`src/sv/mspc_pkg.sv`:
```
`default_nettype none
// ----------------------------------------------------------------------------
// mspc_pkg: shared types and constants of the motor speed controller
// Widths, fixed-point constants, register indexes and the command and status
// bundles that pass between the sequencer and the datapath.
// ----------------------------------------------------------------------------
package mspc_pkg;

	// Field and state widths
	localparam int TIMER_BITS  = 16;
	localparam int RPM_BITS    = 12;
	localparam int EDGE_BITS   = 16;
	localparam int DUTY_BITS   = 15;
	localparam int TARGET_BITS = 9;
	localparam int SAMPLE_BITS = 10;
	localparam int CMP_BITS    = 10;
	localparam int CFG_BITS    = 16;
	localparam int INDEX_BITS  = 3;

	// Speed estimate: ticks per minute divided by ticks per window
	localparam int unsigned TICKS_PER_MINUTE = 937500;
	localparam int DIV_BITS = $clog2(TICKS_PER_MINUTE + 1);
	localparam int DIV_CNT_BITS = $clog2(DIV_BITS);
	localparam logic [DIV_BITS-1:0] DIVIDEND = DIV_BITS'(TICKS_PER_MINUTE);
	localparam logic [RPM_BITS-1:0] RPM_MAX = {RPM_BITS{1'b1}};

	// Knob sample divided by 51 as multiply by 5141 / 2^18 (exact for 10 bits)
	localparam int KNOB_RECIP_BITS = 13;
	localparam logic [KNOB_RECIP_BITS-1:0] KNOB_RECIP = 13'd5141;
	localparam int KNOB_SHIFT = 18;
	localparam int KNOB_Q_BITS = 5;

	// Duty arithmetic in 1/256 percent
	localparam int ERR_BITS  = RPM_BITS + 1;
	localparam int GAIN_BITS = 8;
	localparam int PROD_BITS = ERR_BITS + GAIN_BITS + 1;
	localparam int DSUM_BITS = PROD_BITS + 1;
	localparam logic [DUTY_BITS-1:0] FULL_DUTY_Q8  = 15'd25600;
	localparam logic [DUTY_BITS-1:0] RESET_DUTY_Q8 = 15'd11520;

	// Register indexes
	localparam logic [INDEX_BITS-1:0] REG_WINDOW_EDGES = 3'd0;
	localparam logic [INDEX_BITS-1:0] REG_GAIN_Q8      = 3'd1;
	localparam logic [INDEX_BITS-1:0] REG_DUTY_FLOOR   = 3'd2;
	localparam logic [INDEX_BITS-1:0] REG_DUTY_CEILING = 3'd3;
	localparam logic [INDEX_BITS-1:0] REG_TARGET_BASE  = 3'd4;
	localparam logic [INDEX_BITS-1:0] REG_LOW_LEVEL    = 3'd5;
	localparam logic [INDEX_BITS-1:0] REG_HIGH_LEVEL   = 3'd6;

	// Register file contents
	typedef struct packed {
		logic [EDGE_BITS-1:0]   window_edges;
		logic [GAIN_BITS-1:0]   gain_q8;
		logic [6:0]             duty_floor;
		logic [6:0]             duty_ceiling;
		logic [7:0]             target_base;
		logic [SAMPLE_BITS-1:0] low_level;
		logic [SAMPLE_BITS-1:0] high_level;
	} cfg_t;

	// Sequencer to datapath
	typedef struct packed {
		logic tick;      // take the input transaction, advance counters
		logic div_step;  // one quotient bit of the speed divider
		logic mul;       // form the gain times speed error product
		logic update;    // commit the window close
		logic load_out;  // load the result register
	} cmd_t;

	// Datapath to sequencer
	typedef struct packed {
		logic closed;
	} status_t;

endpackage
`default_nettype wire

```
`src/sv/mspc_cfg_regs.sv`:
```
`default_nettype none
// ----------------------------------------------------------------------------
// mspc_cfg_regs: configuration register file
// Seven write-only registers; writes to an unused index are dropped.
// ----------------------------------------------------------------------------
module mspc_cfg_regs (
	input  wire logic                             clk,
	input  wire logic                             arst_n,
	input  wire logic                             cfg_we,
	input  wire logic [mspc_pkg::INDEX_BITS-1:0]  cfg_index,
	input  wire logic [mspc_pkg::CFG_BITS-1:0]    cfg_data,
	output      mspc_pkg::cfg_t                   cfg
);

	mspc_pkg::cfg_t cfg_q;

	// Write the addressed register
	always_ff @(posedge clk or negedge arst_n) begin
		if (!arst_n) begin
			cfg_q.window_edges <= 16'd1120;
			cfg_q.gain_q8      <= 8'd77;
			cfg_q.duty_floor   <= 7'd33;
			cfg_q.duty_ceiling <= 7'd70;
			cfg_q.target_base  <= 8'd100;
			cfg_q.low_level    <= 10'd10;
			cfg_q.high_level   <= 10'd800;
		end else if (cfg_we) begin
			case (cfg_index)
				mspc_pkg::REG_WINDOW_EDGES: cfg_q.window_edges <= cfg_data;
				mspc_pkg::REG_GAIN_Q8:      cfg_q.gain_q8      <= cfg_data[7:0];
				mspc_pkg::REG_DUTY_FLOOR:   cfg_q.duty_floor   <= cfg_data[6:0];
				mspc_pkg::REG_DUTY_CEILING: cfg_q.duty_ceiling <= cfg_data[6:0];
				mspc_pkg::REG_TARGET_BASE:  cfg_q.target_base  <= cfg_data[7:0];
				mspc_pkg::REG_LOW_LEVEL:    cfg_q.low_level    <= cfg_data[9:0];
				mspc_pkg::REG_HIGH_LEVEL:   cfg_q.high_level   <= cfg_data[9:0];
				default: ;
			endcase
		end
	end

	assign cfg = cfg_q;

endmodule
`default_nettype wire

```
`src/sv/mspc_ctrl.sv`:
```
`default_nettype none
// ----------------------------------------------------------------------------
// mspc_ctrl: sequencer of the speed controller
// Takes one tick transaction at a time, runs the divider and the duty update
// on a window close, and owns the result valid flag.
// ----------------------------------------------------------------------------
module mspc_ctrl (
	input  wire logic         clk,
	input  wire logic         arst_n,
	input  wire logic         in_valid,
	output      logic         in_stall,
	output      logic         out_valid,
	input  wire logic         out_stall,
	input  wire mspc_pkg::status_t st,
	output      mspc_pkg::cmd_t    cmd
);

	typedef enum logic [5:0] {
		S_IDLE = 6'b000001,
		S_CHK  = 6'b000010,
		S_DIV  = 6'b000100,
		S_MUL  = 6'b001000,
		S_UPD  = 6'b010000,
		S_DONE = 6'b100000
	} state_t;

	state_t state_q, state_d;
	logic [mspc_pkg::DIV_CNT_BITS-1:0] div_cnt_q;
	logic out_valid_q;
	logic out_free;
	logic div_last;

	assign out_free = !out_valid_q || !out_stall;
	assign div_last = (div_cnt_q == mspc_pkg::DIV_CNT_BITS'(mspc_pkg::DIV_BITS - 1));
	assign in_stall = (state_q != S_IDLE);

	// Next state and commands
	always_comb begin
		state_d = state_q;
		cmd = '0;
		case (state_q)
			S_IDLE: begin
				if (in_valid) begin
					cmd.tick = 1'b1;
					state_d = S_CHK;
				end
			end
			S_CHK: begin
				state_d = st.closed ? S_DIV : S_DONE;
			end
			S_DIV: begin
				cmd.div_step = 1'b1;
				if (div_last) state_d = S_MUL;
			end
			S_MUL: begin
				cmd.mul = 1'b1;
				state_d = S_UPD;
			end
			S_UPD: begin
				cmd.update = 1'b1;
				state_d = S_DONE;
			end
			S_DONE: begin
				if (out_free) begin
					cmd.load_out = 1'b1;
					state_d = S_IDLE;
				end
			end
			default: state_d = S_IDLE;
		endcase
	end

	// Advance state
	always_ff @(posedge clk or negedge arst_n) begin
		if (!arst_n) begin
			state_q <= S_IDLE;
		end else begin
			state_q <= state_d;
		end
	end

	// Count divider steps
	always_ff @(posedge clk or negedge arst_n) begin
		if (!arst_n) begin
			div_cnt_q <= '0;
		end else if (state_q == S_CHK) begin
			div_cnt_q <= '0;
		end else if (cmd.div_step) begin
			div_cnt_q <= div_cnt_q + 1'b1;
		end
	end

	// Hold result valid until the transaction is taken
	always_ff @(posedge clk or negedge arst_n) begin
		if (!arst_n) begin
			out_valid_q <= 1'b0;
		end else if (cmd.load_out) begin
			out_valid_q <= 1'b1;
		end else if (!out_stall) begin
			out_valid_q <= 1'b0;
		end
	end

	assign out_valid = out_valid_q;

endmodule
`default_nettype wire

```
`src/sv/mspc_dpath.sv`:
```
`default_nettype none
// ----------------------------------------------------------------------------
// mspc_dpath: datapath of the speed controller
// Edge counter, tick timer, restoring speed divider, duty update with clamp,
// threshold indicators and the result register.
// ----------------------------------------------------------------------------
module mspc_dpath (
	input  wire logic                              clk,
	input  wire logic                              arst_n,
	input  wire mspc_pkg::cfg_t                    cfg,
	input  wire mspc_pkg::cmd_t                    cmd,
	output      mspc_pkg::status_t                 st,
	input  wire logic [1:0]                        edge_count,
	input  wire logic [mspc_pkg::SAMPLE_BITS-1:0]  knob_sample,
	output      logic [mspc_pkg::CMP_BITS-1:0]     compare_value,
	output      logic                              window_closed,
	output      logic [mspc_pkg::RPM_BITS-1:0]     measured_rpm,
	output      logic [mspc_pkg::TARGET_BITS-1:0]  target_rate,
	output      logic                              low_indicator,
	output      logic                              high_indicator
);

	localparam int TB = mspc_pkg::TIMER_BITS;
	localparam int RB = mspc_pkg::RPM_BITS;
	localparam int DB = mspc_pkg::DIV_BITS;
	localparam int KP = mspc_pkg::SAMPLE_BITS + mspc_pkg::KNOB_RECIP_BITS;

	// State registers
	logic [mspc_pkg::EDGE_BITS-1:0]   edge_cnt_q;
	logic [TB-1:0]                    timer_q;
	logic [mspc_pkg::DUTY_BITS-1:0]   duty_q;
	logic [RB-1:0]                    rpm_latest_q;
	logic [RB-1:0]                    rpm_used_q;
	logic [mspc_pkg::SAMPLE_BITS-1:0] prev_sample_q;
	logic                             low_flag_q;
	logic                             high_flag_q;
	logic [mspc_pkg::TARGET_BITS-1:0] target_q;
	logic                             closed_q;

	// Working registers of one transaction
	logic [mspc_pkg::SAMPLE_BITS-1:0] sample_q;
	logic [mspc_pkg::KNOB_Q_BITS-1:0] knob_q;
	logic [TB-1:0]                    rem_q;
	logic [DB-1:0]                    quo_q;
	logic signed [mspc_pkg::PROD_BITS-1:0] prod_q;

	// Result register
	logic [mspc_pkg::CMP_BITS-1:0]    cmp_out_q;
	logic                             closed_out_q;
	logic [RB-1:0]                    rpm_out_q;
	logic [mspc_pkg::TARGET_BITS-1:0] target_out_q;
	logic                             low_out_q;
	logic                             high_out_q;

	// Tick arithmetic
	logic [mspc_pkg::EDGE_BITS:0]     edge_sum;
	logic [mspc_pkg::EDGE_BITS-1:0]   edge_next;
	logic [TB-1:0]                    timer_next;
	logic                             wrap;
	logic [KP-1:0]                    knob_prod;

	assign edge_sum   = {1'b0, edge_cnt_q} + {{(mspc_pkg::EDGE_BITS - 1){1'b0}}, edge_count};
	assign edge_next  = edge_sum[mspc_pkg::EDGE_BITS] ? {mspc_pkg::EDGE_BITS{1'b1}}
	                                                  : edge_sum[mspc_pkg::EDGE_BITS-1:0];
	assign timer_next = timer_q + 1'b1;
	assign wrap       = (timer_next == '0);
	assign knob_prod  = KP'(knob_sample) * KP'(mspc_pkg::KNOB_RECIP);

	// Divider step: shift in one dividend bit, subtract when it fits
	logic [TB:0] rem_sh;
	logic        fits;
	assign rem_sh = {rem_q, quo_q[DB-1]};
	assign fits   = (rem_sh >= {1'b0, timer_q});

	// Saturated speed and new target
	logic [RB-1:0]                    rpm_sat;
	logic [mspc_pkg::TARGET_BITS-1:0] target_next;
	assign rpm_sat     = (|quo_q[DB-1:RB]) ? mspc_pkg::RPM_MAX : quo_q[RB-1:0];
	assign target_next = {1'b0, cfg.target_base}
	                   + {{(mspc_pkg::TARGET_BITS - mspc_pkg::KNOB_Q_BITS){1'b0}}, knob_q};

	// Speed error times gain
	logic signed [mspc_pkg::ERR_BITS-1:0] err;
	assign err = signed'({{(mspc_pkg::ERR_BITS - mspc_pkg::TARGET_BITS){1'b0}}, target_next})
	           - signed'({1'b0, rpm_used_q});

	// Duty sum and clamp, floor first and ceiling last
	logic signed [mspc_pkg::DSUM_BITS-1:0] dsum, lo, hi, dclamp;
	always_comb begin
		dsum = signed'({{(mspc_pkg::DSUM_BITS - mspc_pkg::DUTY_BITS){1'b0}}, duty_q})
		     + signed'({prod_q[mspc_pkg::PROD_BITS-1], prod_q});
		lo = signed'({{(mspc_pkg::DSUM_BITS - mspc_pkg::DUTY_BITS){1'b0}},
		              cfg.duty_floor, 8'b0});
		hi = signed'({{(mspc_pkg::DSUM_BITS - mspc_pkg::DUTY_BITS){1'b0}},
		              cfg.duty_ceiling, 8'b0});
		dclamp = dsum;
		if (dclamp < lo) dclamp = lo;
		if (dclamp > hi) dclamp = hi;
	end

	// Indicator crossings
	logic low_next, high_next;
	always_comb begin
		low_next = low_flag_q;
		if (sample_q < cfg.low_level && prev_sample_q > cfg.low_level) low_next = 1'b1;
		else if (sample_q > cfg.low_level) low_next = 1'b0;
		high_next = high_flag_q;
		if (sample_q > cfg.high_level && prev_sample_q < cfg.high_level) high_next = 1'b1;
		else if (sample_q < cfg.high_level) high_next = 1'b0;
	end

	// Compare value: duty capped at full scale, times ten, over 256
	logic [mspc_pkg::DUTY_BITS-1:0] duty_cap;
	logic [mspc_pkg::DUTY_BITS+3:0] duty_x10;
	assign duty_cap = (duty_q > mspc_pkg::FULL_DUTY_Q8) ? mspc_pkg::FULL_DUTY_Q8 : duty_q;
	assign duty_x10 = ({4'b0, duty_cap} << 3) + ({4'b0, duty_cap} << 1);

	// Update controller state
	always_ff @(posedge clk or negedge arst_n) begin
		if (!arst_n) begin
			edge_cnt_q    <= '0;
			timer_q       <= '0;
			duty_q        <= mspc_pkg::RESET_DUTY_Q8;
			rpm_latest_q  <= '0;
			rpm_used_q    <= '0;
			prev_sample_q <= '0;
			low_flag_q    <= 1'b0;
			high_flag_q   <= 1'b0;
			target_q      <= '0;
			closed_q      <= 1'b0;
		end else if (cmd.tick) begin
			edge_cnt_q <= edge_next;
			timer_q    <= timer_next;
			if (wrap) rpm_latest_q <= '0;
			rpm_used_q <= wrap ? '0 : rpm_latest_q;
			closed_q   <= (edge_next >= cfg.window_edges);
		end else if (cmd.update) begin
			edge_cnt_q    <= '0;
			timer_q       <= '0;
			duty_q        <= dclamp[mspc_pkg::DUTY_BITS-1:0];
			rpm_latest_q  <= rpm_sat;
			target_q      <= target_next;
			prev_sample_q <= sample_q;
			low_flag_q    <= low_next;
			high_flag_q   <= high_next;
		end
	end

	// Capture the transaction and start the divider
	always_ff @(posedge clk) begin
		if (cmd.tick) begin
			sample_q <= knob_sample;
			knob_q   <= knob_prod[mspc_pkg::KNOB_SHIFT +: mspc_pkg::KNOB_Q_BITS];
			rem_q    <= '0;
			quo_q    <= mspc_pkg::DIVIDEND;
		end else if (cmd.div_step) begin
			rem_q <= fits ? TB'(rem_sh - {1'b0, timer_q}) : rem_sh[TB-1:0];
			quo_q <= {quo_q[DB-2:0], fits};
		end
		if (cmd.mul) begin
			prod_q <= err * signed'({1'b0, cfg.gain_q8});
		end
	end

	// Load the result register
	always_ff @(posedge clk or negedge arst_n) begin
		if (!arst_n) begin
			cmp_out_q    <= '0;
			closed_out_q <= 1'b0;
			rpm_out_q    <= '0;
			target_out_q <= '0;
			low_out_q    <= 1'b0;
			high_out_q   <= 1'b0;
		end else if (cmd.load_out) begin
			cmp_out_q    <= duty_x10[mspc_pkg::CMP_BITS+7:8];
			closed_out_q <= closed_q;
			rpm_out_q    <= rpm_latest_q;
			target_out_q <= target_q;
			low_out_q    <= low_flag_q;
			high_out_q   <= high_flag_q;
		end
	end

	assign st.closed      = closed_q;
	assign compare_value  = cmp_out_q;
	assign window_closed  = closed_out_q;
	assign measured_rpm   = rpm_out_q;
	assign target_rate    = target_out_q;
	assign low_indicator  = low_out_q;
	assign high_indicator = high_out_q;

endmodule
`default_nettype wire

```
`src/sv/motor_speed_p_controller.sv`:
```
`default_nettype none
// ----------------------------------------------------------------------------
// motor_speed_p_controller: proportional motor speed controller
// Counts encoder edges per timer tick, estimates speed once per window and
// steers the PWM duty toward a knob-set target.
// ----------------------------------------------------------------------------
// One input transaction per timer tick gives one result transaction. A tick
// that does not close a window goes through the check state to the result
// register; a tick that closes a window also runs the bit-serial restoring
// divider that forms 937500 / ticks, then the multiply and duty update. A new
// tick is accepted once the previous one has been moved into the result
// register, even while that result still waits to be taken. Configuration
// writes take effect at once and belong in idle periods only.
module motor_speed_p_controller (
	input  wire logic                              clk,
	input  wire logic                              arst_n,
	input  wire logic                              in_valid,
	output      logic                              in_stall,
	input  wire logic [1:0]                        edge_count,
	input  wire logic [mspc_pkg::SAMPLE_BITS-1:0]  knob_sample,
	output      logic                              out_valid,
	input  wire logic                              out_stall,
	output      logic [mspc_pkg::CMP_BITS-1:0]     compare_value,
	output      logic                              window_closed,
	output      logic [mspc_pkg::RPM_BITS-1:0]     measured_rpm,
	output      logic [mspc_pkg::TARGET_BITS-1:0]  target_rate,
	output      logic                              low_indicator,
	output      logic                              high_indicator,
	input  wire logic                              cfg_we,
	input  wire logic [mspc_pkg::INDEX_BITS-1:0]   cfg_index,
	input  wire logic [mspc_pkg::CFG_BITS-1:0]     cfg_data
);

	mspc_pkg::cfg_t    cfg;
	mspc_pkg::cmd_t    cmd;
	mspc_pkg::status_t st;

	mspc_cfg_regs u_cfg (
		.clk       (clk),
		.arst_n    (arst_n),
		.cfg_we    (cfg_we),
		.cfg_index (cfg_index),
		.cfg_data  (cfg_data),
		.cfg       (cfg)
	);

	mspc_ctrl u_ctrl (
		.clk       (clk),
		.arst_n    (arst_n),
		.in_valid  (in_valid),
		.in_stall  (in_stall),
		.out_valid (out_valid),
		.out_stall (out_stall),
		.st        (st),
		.cmd       (cmd)
	);

	mspc_dpath u_dpath (
		.clk            (clk),
		.arst_n         (arst_n),
		.cfg            (cfg),
		.cmd            (cmd),
		.st             (st),
		.edge_count     (edge_count),
		.knob_sample    (knob_sample),
		.compare_value  (compare_value),
		.window_closed  (window_closed),
		.measured_rpm   (measured_rpm),
		.target_rate    (target_rate),
		.low_indicator  (low_indicator),
		.high_indicator (high_indicator)
	);

	// An accepted tick keeps the block busy in the next cycle
	a_busy_after_accept: assert property (@(posedge clk) disable iff (!arst_n)
		(in_valid && !in_stall) |=> in_stall)
		else $error("input accepted again right after a tick");

	// A result appears only after a tick was in progress
	a_result_after_work: assert property (@(posedge clk) disable iff (!arst_n)
		$rose(out_valid) |-> $past(in_stall))
		else $error("result without a tick in progress");

	// Without a window close the target and indicators carry over
	a_hold_without_close: assert property (@(posedge clk) disable iff (!arst_n)
		(cmd.load_out && !st.closed) |=>
			(target_rate == $past(target_rate) && low_indicator == $past(low_indicator)
			 && high_indicator == $past(high_indicator)))
		else $error("target or indicator changed without a window close");

endmodule
`default_nettype wire
```
`config.mk`:
```
export PLATFORM = sky130hd
export DESIGN_NAME = motor_speed_p_controller
export DESIGN_NICKNAME = d
export VERILOG_FILES = /design/src/sv/mspc_pkg.sv /design/src/sv/mspc_cfg_regs.sv /design/src/sv/mspc_ctrl.sv /design/src/sv/mspc_dpath.sv /design/src/sv/motor_speed_p_controller.sv
export SDC_FILE = /design/constraint.sdc
export NUM_CORES = 1
export LEC_CHECK = 0
export ABC_AREA = 1
export BUFFER_PORTS_ARGS = -buffer_cell sky130_fd_sc_hd__clkbuf_2
export CAP_MARGIN = 20
export CORE_UTILIZATION = 54
export DETAILED_ROUTE_END_ITERATION = 8
export PLACE_DENSITY = 0.73
export SYNTH_ARGS = -nofsm -noshare
export SYNTH_HDL_FRONTEND = slang
export SYNTH_HIERARCHICAL = 1
export SYNTH_SLANG_ARGS = --single-unit
```
`constraint.sdc`:
```
create_clock -name clk -period 17.5 [get_ports clk]
set_clock_uncertainty 0.1 [all_clocks]
set_input_delay 3.5 -clock clk [delete_from_list [all_inputs] [get_ports clk]]
set_output_delay 3.5 -clock clk [all_outputs]
set_load 0.005 [all_outputs]
```
==> results of run 1 <==
[final timing paths]
path                                                  start                       endpoint  slack, ns  cells past startpoint
min in group asynchronous                            arst_n  u_ctrl/state_q[1]$_DFFE_PN0P_       2.85                      1
worst min-delay path              u_cfg/cfg[35]$_DFFE_PN1P_      u_cfg/cfg[35]$_DFFE_PN1P_       0.36                      2
worst max register to register  u_dpath/knob_q[2]$_DFFE_PP_   u_dpath/prod_q[19]$_DFFE_PP_      10.01                     31
worst max-delay path            u_dpath/knob_q[2]$_DFFE_PP_   u_dpath/prod_q[19]$_DFFE_PP_      10.01                     31
worst min register to register    u_cfg/cfg[35]$_DFFE_PN1P_      u_cfg/cfg[35]$_DFFE_PN1P_       0.36                      2
max in group asynchronous                            arst_n      u_cfg/cfg[48]$_DFFE_PN1P_      12.51                      4
[through the flow]
stage	setup WS [ns]	util, %	instances
2_1_floorplan	10.58	-	2847
3_3_place_gp	10.27	56.9	3390
3_5_place_dp	10.09	56.9	3390
4_1_cts	10.08	59.8	3451
5_1_grt	9.56	59.8	3454
6_report	10.01	59.8	3454
[logic make-up after synthesis]
kind of cell / share of synthesized area [%]
buffers and inverters: 9.48
adder cells (fa/ha/maj): 22.6
AND/OR/NAND/NOR: 24.9
AO/OA/AOI/OAI: 8.47
flip-flops: 31.9
XOR/XNOR: 2.63
[sequential cells by signal, indices dropped and copies added (netlist names), 9 cells and up]
register	cells
u_dpath/duty_q	15
u_dpath/rpm_latest_q	12
u_dpath/edge_cnt_q	16
u_dpath/target_q	9
u_dpath/prev_sample_q	10
u_dpath/target_rate	9
u_dpath/timer_q	16
u_dpath/rem_q	16
u_dpath/compare_value	10
u_cfg/cfg	66
u_dpath/prod_q	22
u_dpath/sample_q	10
u_dpath/rpm_used_q	12
u_dpath/measured_rpm	12
u_dpath/quo_q	20
[layer usage]
metal,vias to the layer above,routed length [um],track usage [%]
met4,0,1510,8.86
li1,9184,-,-
met1,8942,24400,36.5
met3,101,3230,3.95
met2,571,25400,44.6
met5,-,0,0
[synth_stat cells (all sizes together), types with 3 or more instances]
cell | number | share of area [%]
a21oi | 134 | 3.1
o221ai | 4 | 0.16
nand2 | 833 | 14
nand3b | 4 | 0.14
fa | 100 | 9.1
edfxtp | 37 | 5.1
clkinv | 3 | 0.057
clkbuf | 46 | 0.79
o22ai | 14 | 0.40
dfxtp | 36 | 3.3
o211ai | 17 | 0.58
o31ai | 3 | 0.10
nor3 | 26 | 0.59
a21boi | 3 | 0.10
o21a | 3 | 0.10
a21o | 3 | 0.10
nor2 | 201 | 3.8
nand4 | 33 | 0.97
buf | 15 | 0.43
dfstp | 25 | 3.0
nor4 | 8 | 0.30
a31oi | 6 | 0.17
ha | 235 | 13
and3 | 3 | 0.086
xor2 | 35 | 1.4
xnor2 | 30 | 1.2
inv | 479 | 8.2
a211oi | 4 | 0.14
dfrtp | 180 | 21
nand3 | 169 | 4.2
o21ai | 123 | 2.8
o21bai | 9 | 0.31
or2 | 14 | 0.42
[final cells by class]
class,count,area [um2]
sequential,278,6990
fill,3575,16000
tap,525,657
clock buffer,51,1040
inverter,482,1810
multi-input combinational,2026,12800
clock inverter,10,88.8
antenna,2,5.00
timing repair buffer,80,452
[worst max-delay path, delay by kind of cell (launching register included)]
| family | cells | cell delay, ns |
|---|---|---|
| flip-flops | 1 | 0.41 |
| adder cells (fa/ha/maj) | 7 | 3.06 |
| AND/OR/NAND/NOR | 11 | 1.53 |
| buffers and inverters | 5 | 0.51 |
| XOR/XNOR | 2 | 0.35 |
| AO/OA/AOI/OAI | 6 | 1.29 |
[cell usage in the layout (no fill, tap or decap), types with 32 or more instances in the layout]
master     synthesis  final
inv_1            474    474
nand2_1          826    826
xor2_1            34     34
edfxtp_1          37     37
a21oi_1          134    134
nand3_1          156    156
dfrtp_1          180    180
o21ai_0          122    122
fa_1             100    100
dfxtp_1           36     36
nand4_1           32     32
clkbuf_16          0     35
nor2_1           187    184
ha_1             235    235
clkbuf_2           0     70
==> impl_metrics.json, run 1 <==
{
  "fmaxAchievable_mhz": 134,
  "cts_resized": 0,
  "die_area_um2": 41400,
  "worst_ep_required_time_ns": 17.68,
  "relSlewSlack_pct": 28.3,
  "hold-worst-slack_ns": 0.365,
  "post-cts-setup-buffer-count": 0,
  "cp.arrival_ns": 7.67,
  "synth_nets": 3218,
  "first_pass_iters": 7,
  "cap_violations": 0,
  "cts_made_buffers": 34,
  "num_rows": 73,
  "overflow": 0,
  "fin_tns_setup_ns": 0,
  "cts.sinks": 278,
  "first_iter_violations": 1371,
  "num_vias": 18800,
  "postSynthAreaPerCell_um2": 7.69,
  "hold_class": "reg2reg",
  "core_um2": 39900,
  "fin_crit_ns": 7.49,
  "hold_viol_final": 0,
  "die_h_um": 203,
  "final_layout_size_suffix_gt1_share_pct": 7.52,
  "outcome": "finished, final reports clean",
  "design_area_um2": 23900,
  "synthToLayoutAreaGrowth_pct": 9.06,
  "synth-seq-cells": 278,
  "drc": 0,
  "crit_path_max_fanout": 6,
  "grt_pass1_wl_um": 90100,
  "antenna_found_initial": 3,
  "worst-slew-pin-transition_ns": 1.07,
  "finalMaxSlewViolations": 0,
  "synth-warning-count": 6,
  "wl_um": 54500,
  "setup-violations-final": 0,
  "clk_pin_slew_ns": 0.06,
  "viasPerCell": 5.44,
  "cts_root_buf": "clkbuf_16",
  "async_flop_share_pct": 73.7,
  "crit_path_end_kind": "flip-flop",
  "clk_latency_ns": 0.54,
  "syn-cell-area_um2": 21900,
  "postRouteAntennaNets": 0,
  "clock_path_buffers": 3,
  "syn_inst": 2847,
  "wl_per_cell_um": 15.8,
  "critical_path.startpoint_type": "flip-flop",
  "ys_types": 59,
  "dpl-instance-area_um2": 22700,
  "grtUsageTotal_pct": 27.0,
  "gp_congestion": 0.933,
  "slowest_stage": "fa_1",
  "die_x_um": 203,
  "dpl.hpwl_um": 41700,
  "ys.flop_type": "dfrtp_1",
  "critical_path_class": "reg2reg",
  "ios": 72,
  "slowest_delay_ns": 0.53,
  "nets": 3273,
  "grt_start_max_net_pins": 82,
  "port_buffers": 71,
  "htree_levels": 2,
  "cts_tree": "done",
  "rsz0062_at_grt": "no",
  "initial_core_util_pct": 54.9,
  "worst_path_most_repeated_cell": "nand2_1",
  "hold_buffers": 0,
  "yosysSeqAreaShare_pct": 31.9,
  "grt_pass1_vias": 18400,
  "synth_edf_count": 37,
  "post-route-period-util_pct": 42.8
}
Power of run 1 is left out: the tool's default activity adds up to more than one toggle a clock period on the data nets, which glitch-free logic cannot reach.
==> run 2: changes to the inputs <==
Clock period 17.5 ns to 7.1 ns, I/O delays scaled along.
==> run 2 against run 1 <==
  * Register-to-register slack got worse by 9.8 ns
  * Worst hold slack better by 0.00083 ns
  * Non-clock buffer count grew 11
  * Largest cell class unchanged
  * Critical path depth shrank 1
  * Critical path type unchanged
==> impl_metrics.json, run 2 (same netlist as run 1, synthesis figures left out) <==
{
  "slowest_stage": "fa_1",
  "worst_ep_required_time_ns": 7.34,
  "crit_path_end_kind": "flip-flop",
  "dpl-instance-area_um2": 22800,
  "post-place-cells": 3396,
  "dpl.hpwl_um": 41700,
  "slowest_delay_ns": 0.56,
  "worst-slew-pin-transition_ns": 0.985,
  "post-route-period-util_pct": 96.7,
  "die_x_um": 203,
  "r2r_cells": 30,
  "die_h_um": 203,
  "grt_start_max_net_pins": 173,
  "layout_common_cells": "nand2_1, inv_1, ha_1",
  "overflow": 0,
  "grt_pass1_wl_um": 90900,
  "grt_pass1_vias": 18600,
  "holdPathStages": 2,
  "gp_congestion": 0.946,
  "htree_levels": 1,
  "critical_path.startpoint_type": "flip-flop",
  "crit_path_max_fanout": 4,
  "cts_tree": "done",
  "cap_violations": 0,
  "critical_path_class": "reg2reg",
  "cts.sinks": 278,
  "grtUsageMet2_pct": 44.9,
  "largest_reg_flops": 66,
  "port_buffers": 71,
  "outcome": "finished, final reports clean",
  "nets": 3281,
  "clock_path_buffers": 3,
  "drc": 0,
  "postRouteAntennaNets": 0,
  "first_pass_iters": 5,
  "cp.arrival_ns": 7.10,
  "die_area_um2": 41400,
  "synthToLayoutAreaGrowth_pct": 10.1,
  "fin_crit_ns": 6.86,
  "wl_per_cell_um": 15.8,
  "final_common_cell": "nand2_1",
  "num_rows": 73,
  "cts_made_buffers": 31,
  "final_layout_size_suffix_gt1_share_pct": 9.37,
  "clk_latency_ns": 0.60,
  "hold_buffers": 0,
  "design_area_um2": 24100,
  "cts_root_buf": "clkbuf_16",
  "relSlewSlack_pct": 34.3,
  "antenna_found_initial": 0,
  "wl_um": 54700,
  "first_iter_violations": 1449,
  "viasPerCell": 5.43,
  "worst_path_most_repeated_cell": "nand2_1",
  "ios": 72,
  "use_met1_pct": 36.9,
  "hold_class": "reg2reg",
  "use_met3_pct": 3.88,
  "clk_pin_slew_ns": 0.06,
  "finalMaxSlewViolations": 0,
  "num_vias": 18800,
  "grtUsageTotal_pct": 27.1,
  "busiest_layer": "met2",
  "core_um2": 39900,
  "fin_cells": 3460,
  "setup-violations-final": 0,
  "initial_core_util_pct": 54.9,
  "fmaxAchievable_mhz": 146,
  "hold_viol_final": 0,
  "n_antenna_cell": 0
}
run 2: changes by cell type in the layout (fill, tap and decap cells not counted), moves of 4 or more:
cell       change
ha_1          -12
clkbuf_8      -10
a21oi_1        -9
buf_4          +9
a21oi_2        +8
nand2_1        -8
ha_4           +7
inv_1          -7
nand2_2        +7
o21ai_0        -6
ha_2           +5
inv_2          +5
clkbuf_16      -4
o21ai_1        +4
run 2: layout make-up:
class | count | area, um2
timing repair buffer | 91 | 559
clock inverter | 23 | 226
tap | 525 | 657
sequential | 278 | 6990
clock buffer | 35 | 791
inverter | 482 | 1820
multi-input combinational | 2026 | 13100
fill | 3484 | 15800
run 2: path summary, 6_finish.rpt:
path | startpoint | end | slack, ns
max | u_cfg/cfg[22]$_DFFE_PN1P_ | u_dpath/prod_q[15]$_DFFE_PP_ | 0.24
min reg2reg | u_cfg/cfg[5]$_DFFE_PN1P_ | u_cfg/cfg[5]$_DFFE_PN1P_ | 0.37
max in group asynchronous | arst_n | u_cfg/cfg[47]$_DFFE_PN0P_ | 5.05
max reg2reg | u_cfg/cfg[22]$_DFFE_PN1P_ | u_dpath/prod_q[15]$_DFFE_PP_ | 0.24
min in group asynchronous | arst_n | u_ctrl/div_cnt_q[4]$_DFFE_PN0P_ | 0.62
min | u_cfg/cfg[5]$_DFFE_PN1P_ | u_cfg/cfg[5]$_DFFE_PN1P_ | 0.37
run 2: critical path: cells and delay by family (launching register included):
kind / cells / cell delay, ns
adders and majority gates: 7 / 3.00
xor gates and xnor gates: 2 / 0.29
AOI/OAI and AO/OA: 8 / 1.45
buffers and inverters: 6 / 0.56
and+or+nand+nor: 7 / 0.66
DFF: 1 / 0.54
run 2: metrics by stage:
stage	setup slack (ns)	hold slack, ns	TNS, ns	util, %
3_5_place_dp	-0.0561	0.356	-0.103	57.1
6_report	0.236	0.366	0	60.4
4_1_cts	0.0330	0.365	0	59.7
5_1_grt	-0.0453	0.390	-0.164	60.4
3_3_place_gp	0.0857	0.354	0	57.1
2_1_floorplan	0.547	0.340	0	-
run 2: what timing repair did:
| item | 4_1_cts | 5_1_grt |
|---|---|---|
| setup buffers | 0 | 5 |
| gates resized for setup | 4 | 59 |
| endpoints found under the setup margin | 3 | 10 |
| pin swaps | 0 | 17 |
run 2: layer usage:
metal / routed length (um) / vias up
met5: 0 / -
met4: 1150 / 0
met3: 3450 / 79
met2: 25500 / 579
met1: 24600 / 8914
li1: - / 9217
Power of run 2 is left out for the same reason.
